===== src/hw/rtl/assert_macros.svh =====
// ---------------------------------------------------------------------------
// assertion macros
// concurrent assertion wrappers, empty when built for synthesis
// ---------------------------------------------------------------------------
`ifndef ASSERT_MACROS_SVH
`define ASSERT_MACROS_SVH
`ifndef SYNTHESIS
`define LRAST_ASSERT(lbl, clk, rst_n, prop) \
	lbl: assert property (@(posedge clk) disable iff (!rst_n) prop) \
		else $error("lrast assertion failed");
`define LRAST_ASSERT_ALWAYS(lbl, clk, prop) \
	lbl: assert property (@(posedge clk) prop) \
		else $error("lrast assertion failed");
`else
`define LRAST_ASSERT(lbl, clk, rst_n, prop)
`define LRAST_ASSERT_ALWAYS(lbl, clk, prop)
`endif
`endif


===== src/hw/rtl/lrast_pkg.sv =====
// ---------------------------------------------------------------------------
// lrast_pkg
// shared constants, codes and command/status types of the lazy sum tree
// ---------------------------------------------------------------------------
`timescale 1ns / 1ps
`default_nettype none
package lrast_pkg;

	localparam int LEAVES  = 1024;
	localparam int NODES   = 2 * LEAVES;
	localparam int LEAF_W  = $clog2(LEAVES);
	localparam int NODE_W  = $clog2(NODES);
	localparam int DEPTH_W = $clog2(LEAF_W + 1);
	localparam int IDX_W   = 10;
	localparam int VAL_W   = 32;
	localparam int SUM_W   = 64;

	typedef enum logic [1:0] {
		REQ_WRITE = 2'd0,
		REQ_BUILD = 2'd1,
		REQ_ADD   = 2'd2,
		REQ_SUM   = 2'd3
	} req_kind_t;

	typedef enum logic [4:0] {
		ST_CLEAR,
		ST_IDLE,
		ST_DISPATCH,
		ST_WRITE,
		ST_BLD_RD0,
		ST_BLD_RD1,
		ST_BLD_WR,
		ST_VIS_RD,
		ST_VIS_APPLY,
		ST_VIS_LEFT,
		ST_VIS_RIGHT,
		ST_ROUTE,
		ST_UP,
		ST_POST0,
		ST_POST1,
		ST_POST2,
		ST_DONE
	} state_t;

	typedef enum logic [1:0] {
		RS_NODE,
		RS_LEFT,
		RS_RIGHT
	} rd_sel_t;

	typedef enum logic [1:0] {
		SW_CLEAR,
		SW_LEAF,
		SW_APPLY,
		SW_PAIR
	} sum_wsel_t;

	typedef enum logic [1:0] {
		PW_CLEAR,
		PW_NODE,
		PW_LEFT,
		PW_RIGHT
	} pend_wsel_t;

	typedef enum logic [2:0] {
		NU_HOLD,
		NU_ROOT,
		NU_BUILD,
		NU_DESCEND,
		NU_SIBLING,
		NU_ASCEND,
		NU_DEC
	} node_op_t;

	typedef struct packed {
		logic               [1:0] req_type;
		logic         [IDX_W-1:0] range_low;
		logic         [IDX_W-1:0] range_high;
		logic signed  [VAL_W-1:0] leaf_value;
		logic signed  [VAL_W-1:0] add_value;
	} req_word_t;

	typedef struct packed {
		logic signed [SUM_W-1:0] sum_value;
		logic                    sum_valid;
	} rsp_word_t;

	typedef struct packed {
		logic       load;
		logic       clr_inc;
		logic       sum_we;
		sum_wsel_t  sum_wsel;
		logic       pend_we;
		pend_wsel_t pend_wsel;
		rd_sel_t    sum_rsel;
		rd_sel_t    pend_rsel;
		node_op_t   node_op;
		logic       apply;
		logic       save_b;
		logic       acc_add;
		logic       out_load;
	} cmd_t;

	typedef struct packed {
		logic      clear_last;
		req_kind_t kind;
		logic      empty;
		logic      is_leaf;
		logic      disjoint;
		logic      covered;
		logic      t_nonzero;
		logic      is_root;
		logic      is_even;
		logic      out_free;
	} status_t;

endpackage
`default_nettype wire


===== src/hw/rtl/lrast_ctrl.sv =====
// ---------------------------------------------------------------------------
// lrast_ctrl
// controller: clearing pass, request dispatch and tree walk sequencing
// ---------------------------------------------------------------------------
`timescale 1ns / 1ps
`default_nettype none
module lrast_ctrl (
	input  wire logic               clk,
	input  wire logic               arst_n,
	input  wire logic               req_valid,
	output logic                    req_ready,
	input  wire lrast_pkg::status_t stat,
	output lrast_pkg::cmd_t         cmd
);

	lrast_pkg::state_t state_q, state_d;

	always_ff @(posedge clk or negedge arst_n) begin
		if (!arst_n) begin
			state_q <= lrast_pkg::ST_CLEAR;
		end else begin
			state_q <= state_d;
		end
	end

	always_comb begin
		state_d   = state_q;
		cmd       = '0;
		req_ready = 1'b0;
		unique case (state_q)
			lrast_pkg::ST_CLEAR: begin
				cmd.sum_we    = 1'b1;
				cmd.sum_wsel  = lrast_pkg::SW_CLEAR;
				cmd.pend_we   = 1'b1;
				cmd.pend_wsel = lrast_pkg::PW_CLEAR;
				cmd.clr_inc   = 1'b1;
				if (stat.clear_last) begin
					state_d = lrast_pkg::ST_IDLE;
				end
			end
			lrast_pkg::ST_IDLE: begin
				req_ready = 1'b1;
				if (req_valid) begin
					cmd.load = 1'b1;
					state_d  = lrast_pkg::ST_DISPATCH;
				end
			end
			lrast_pkg::ST_DISPATCH: begin
				unique case (stat.kind) inside
					lrast_pkg::REQ_WRITE: begin
						state_d = lrast_pkg::ST_WRITE;
					end
					lrast_pkg::REQ_BUILD: begin
						cmd.node_op = lrast_pkg::NU_BUILD;
						state_d     = lrast_pkg::ST_BLD_RD0;
					end
					lrast_pkg::REQ_ADD, lrast_pkg::REQ_SUM: begin
						cmd.node_op = lrast_pkg::NU_ROOT;
						state_d     = stat.empty ? lrast_pkg::ST_DONE : lrast_pkg::ST_VIS_RD;
					end
					default: begin
						state_d = lrast_pkg::ST_IDLE;
					end
				endcase
			end
			lrast_pkg::ST_WRITE: begin
				cmd.sum_we   = 1'b1;
				cmd.sum_wsel = lrast_pkg::SW_LEAF;
				state_d      = lrast_pkg::ST_DONE;
			end
			lrast_pkg::ST_BLD_RD0: begin
				cmd.sum_rsel = lrast_pkg::RS_LEFT;
				state_d      = lrast_pkg::ST_BLD_RD1;
			end
			lrast_pkg::ST_BLD_RD1: begin
				cmd.save_b   = 1'b1;
				cmd.sum_rsel = lrast_pkg::RS_RIGHT;
				state_d      = lrast_pkg::ST_BLD_WR;
			end
			lrast_pkg::ST_BLD_WR: begin
				cmd.sum_we   = 1'b1;
				cmd.sum_wsel = lrast_pkg::SW_PAIR;
				if (stat.is_root) begin
					state_d = lrast_pkg::ST_DONE;
				end else begin
					cmd.node_op = lrast_pkg::NU_DEC;
					state_d     = lrast_pkg::ST_BLD_RD0;
				end
			end
			lrast_pkg::ST_VIS_RD: begin
				cmd.sum_rsel  = lrast_pkg::RS_NODE;
				cmd.pend_rsel = lrast_pkg::RS_NODE;
				state_d       = lrast_pkg::ST_VIS_APPLY;
			end
			lrast_pkg::ST_VIS_APPLY: begin
				cmd.apply     = 1'b1;
				cmd.sum_we    = 1'b1;
				cmd.sum_wsel  = lrast_pkg::SW_APPLY;
				cmd.pend_we   = 1'b1;
				cmd.pend_wsel = lrast_pkg::PW_NODE;
				cmd.pend_rsel = lrast_pkg::RS_LEFT;
				if (stat.t_nonzero && !stat.is_leaf) begin
					state_d = lrast_pkg::ST_VIS_LEFT;
				end else begin
					state_d = lrast_pkg::ST_ROUTE;
				end
			end
			lrast_pkg::ST_VIS_LEFT: begin
				cmd.pend_we   = 1'b1;
				cmd.pend_wsel = lrast_pkg::PW_LEFT;
				cmd.pend_rsel = lrast_pkg::RS_RIGHT;
				state_d       = lrast_pkg::ST_VIS_RIGHT;
			end
			lrast_pkg::ST_VIS_RIGHT: begin
				cmd.pend_we   = 1'b1;
				cmd.pend_wsel = lrast_pkg::PW_RIGHT;
				state_d       = lrast_pkg::ST_ROUTE;
			end
			lrast_pkg::ST_ROUTE: begin
				if (!stat.disjoint && !stat.covered) begin
					cmd.node_op = lrast_pkg::NU_DESCEND;
					state_d     = lrast_pkg::ST_VIS_RD;
				end else begin
					cmd.acc_add = stat.covered && (stat.kind == lrast_pkg::REQ_SUM);
					state_d     = lrast_pkg::ST_UP;
				end
			end
			lrast_pkg::ST_UP: begin
				if (stat.is_root) begin
					state_d = lrast_pkg::ST_DONE;
				end else if (stat.is_even) begin
					cmd.node_op = lrast_pkg::NU_SIBLING;
					state_d     = lrast_pkg::ST_VIS_RD;
				end else begin
					cmd.node_op = lrast_pkg::NU_ASCEND;
					state_d     = (stat.kind == lrast_pkg::REQ_ADD) ? lrast_pkg::ST_POST0
						: lrast_pkg::ST_UP;
				end
			end
			lrast_pkg::ST_POST0: begin
				cmd.sum_rsel = lrast_pkg::RS_LEFT;
				state_d      = lrast_pkg::ST_POST1;
			end
			lrast_pkg::ST_POST1: begin
				cmd.save_b   = 1'b1;
				cmd.sum_rsel = lrast_pkg::RS_RIGHT;
				state_d      = lrast_pkg::ST_POST2;
			end
			lrast_pkg::ST_POST2: begin
				cmd.sum_we   = 1'b1;
				cmd.sum_wsel = lrast_pkg::SW_PAIR;
				state_d      = lrast_pkg::ST_UP;
			end
			lrast_pkg::ST_DONE: begin
				if (stat.out_free) begin
					cmd.out_load = 1'b1;
					state_d      = lrast_pkg::ST_IDLE;
				end
			end
			default: begin
				state_d = lrast_pkg::ST_IDLE;
			end
		endcase
	end

endmodule
`default_nettype wire


===== config.mk =====
export PLATFORM = sky130hd
export DESIGN_NAME = lrast_ctrl
export DESIGN_NICKNAME = d
export VERILOG_FILES = /design/src/hw/rtl/assert_macros.svh /design/src/hw/rtl/lrast_pkg.sv /design/src/hw/rtl/lrast_ctrl.sv
export SDC_FILE = /design/constraint.sdc
export NUM_CORES = 1
export LEC_CHECK = 0
export BUFFER_PORTS_ARGS = -buffer_cell sky130_fd_sc_hd__buf_2
export CAP_MARGIN = 20
export CORE_UTILIZATION = 30
export DETAILED_ROUTE_END_ITERATION = 6
export GPL_TIMING_DRIVEN = 0
export SLEW_MARGIN = 20
export SYNTH_ARGS = -nofsm -noshare
export SYNTH_HDL_FRONTEND = slang
export SYNTH_SLANG_ARGS = --single-unit

===== constraint.sdc =====
create_clock -name clk -period 3.3 [get_ports clk]
set_clock_uncertainty 0.15 [all_clocks]
set_input_delay 0.66 -clock clk [delete_from_list [all_inputs] [get_ports clk]]
set_output_delay 0.66 -clock clk [all_outputs]
set_load 0.02 [all_outputs]

==> qor.yml <==
outcome: "finished clean"
cts_resized: 0
slew_headroom_pct: 72.9
total_leakage_power_nw: 0.470
cts_max_level: 1
clkLatencyLatePin_ns: 0.24
cts_tree: "yes"
largest_register_ffs: 5
synthTopCellsByArea: "dfrtp_1 17%, a21oi_1 8.3%, nor2_1 7.8%"
rsz0062_at_grt: "false"
required_ns: 2.49
top_regs: "state_q (5)"
ys_types: 38
regMostFlops: "state_q"
rr_startpoint: "state_q[1]"
cts-root-to-sink-buffers: 2
core-area_um2: 2250
path_class: "reg -> out"
synthesis.nets: 124
vias: 909
dpl_cell_area_um2: 926
ctsRootBufferMaster: "clkbuf_4"
start_util_pct: 32.2
fp.dieW_um: 51.2
tightest_slew_ns: 0.401
ys_seq_area_share_pct: 17.2
final_common_cell: "buf_2"
grt_pass1_wl_um: 3290
ys_warn_count: 0
ant_nets: 0
critPathArrivalTime_ns: 1.91
antenna_found_initial: 0
first_pass_iters: 4
final_area_um2: 952
drv_cap: 0
numClockSinks: 5
antenna_cells: 0
power_mw: 0.752
overflow: 0
synth_top_area_share_pct: 17.2
hold_path_class: "in -> async"
post_drt_wl_per_cell_um: 11.9
gr-usage-all-layers_pct: 16.7
path_clk_slew_ns: 0.04
ff2ff_setup_slack_ns: 1.47
cp_num_buf_inv: 1
slew_viol_final: 0
die_h_um: 51.2
numCtsBuffers: 3
critPathLaunchType: "flop"
crit_fanout: 6
area_growth_pct: 31.2
rr_endpoint: "state_q[3]"
min_period_over_period_pct: 82.5
layout_common_cells: "38 x buf_2, 15 x nor2_1, 12 x a21oi_1, 11 x nand2_1, 8 x nor3_1"
dp_hpwl_um: 1680
critPathTopFamily: "simple AND/OR/NAND/NOR gates"
io_buffers: 33
ctsHoldBuffers: 0
grt_max_degree: 11
setup_violations: 0
place_congestion: 0.897
powerDensity_nw_per_um2: 790
end_kind: "primary output"
synth_largest_area_cell: "dfrtp_1"
period_minus_slack_ns: 2.72
drive_gt1_share_pct: 31.3
vias_per_cell: 5.19
max_freq_ghz: 0.367
grt_pass1_vias: 746
synthCells: 110
finalNetCount: 162
crit_chain: "nor2_1 -> or4b_4 -> or2_1 -> nand3_1 -> buf_2"
syn_avg_cell_area_um2: 6.60
die_area_um2: 2620
drc_errors: 0
slowest_stage: "or4b_4"
fin_tns_setup_ns: 0
ys_ff_latch: 5
fp-row-count: 17
syn_area_um2: 726
ioPinCount: 34
peakVddDrop_mv: 0.342
drt_iter0_markers: 13
hold_viol_final: 0
wirelength_um: 2080
cp_slowest_stage_delay_ns: 0.52
postCtsSetupRepairBufs: 0
reg2reg_depth: 4
routing by layer:
metal | up-vias | track usage [%] | part of all wire (%)
met5 | - | 0 | 0
met4 | 0 | 6.94 | 0.86
met3 | 2 | 0.893 | 3.6
met2 | 21 | 27.6 | 49
met1 | 424 | 22.2 | 47
li1 | 462 | - | -
metrics by stage:
step | std cells | hold WS, ns | worst slack [ns] | utilization, %
floorplan | 110 | 0.214 | 0.892 | -
global placement | 171 | 0.322 | 0.663 | 41.1
detailed placement | 171 | 0.324 | 0.668 | 41.1
CTS | 175 | 0.0654 | 0.584 | 42.2
global route | 175 | 0.0602 | 0.482 | 42.2
finish | 175 | 0.0704 | 0.578 | 42.2
report_power, final:
part / leakage [nW] / switching (mW) / internal, mW / total (mW)
clock network: 0.0150 / 0.0238 / 0.0456 / 0.0694
registers: 0.0652 / 0.0340 / 0.0846 / 0.119
logic: 0.390 / 0.358 / 0.206 / 0.564
final cells by class:
type / count / area [um^2]
Buffer: 8 / 40.0
Clock buffer: 4 / 26.3
Fill cell: 256 / 1300
Inverter: 4 / 15.0
Multi-Input combinational cell: 93 / 546
Sequential cell: 5 / 125
Tap cell: 28 / 35.0
Timing Repair Buffer: 33 / 165
cells in the mapped netlist, drive strengths merged:
cell and number:
a21boi 2, a32oi 1, a31oi 2, buf 6, nor3b 1, or3b 1, a2bb2o 1, clkbuf 2
inv 4, nand2 11, nand3 4, and2 1, dfrtp 5, or4b 1, o31a 2, nand2b 7
nor3 9, and4 2, o21a 1, or3 1, or2 1, nand3b 1, a211o 1, a21oi 12
or4 1, mux2i 1, o311ai 1, nor2 15, o41ai 1, xor2 1, nor2b 3, o21ai 6
xnor2 2
worst max-delay path by stage:
stage | end | cells past startpoint | slack, ns | start
5_1_grt | cmd[4] | 5 | 0.48 | state_q[0]
2_1_floorplan | cmd[4] | 3 | 0.89 | stat[2]
3_3_place_gp | cmd[4] | 5 | 0.66 | stat[2]
4_1_cts | cmd[4] | 5 | 0.58 | state_q[0]
3_5_place_dp | cmd[4] | 5 | 0.67 | stat[2]
6_report | cmd[4] | 5 | 0.58 | state_q[0]
kinds of logic (layout without fill, tap and decap cells):
logic type / Yosys count / after routing / share of synthesized area, %
mux: 1 / 1 / 1.38
xor+xnor: 3 / 3 / 3.62
compound gates: 30 / 30 / 26.4
flops: 5 / 5 / 17.2
simple gates: 59 / 59 / 43.8
buf+inv: 12 / 49 / 7.59
(Power assumes the default switching activity.)
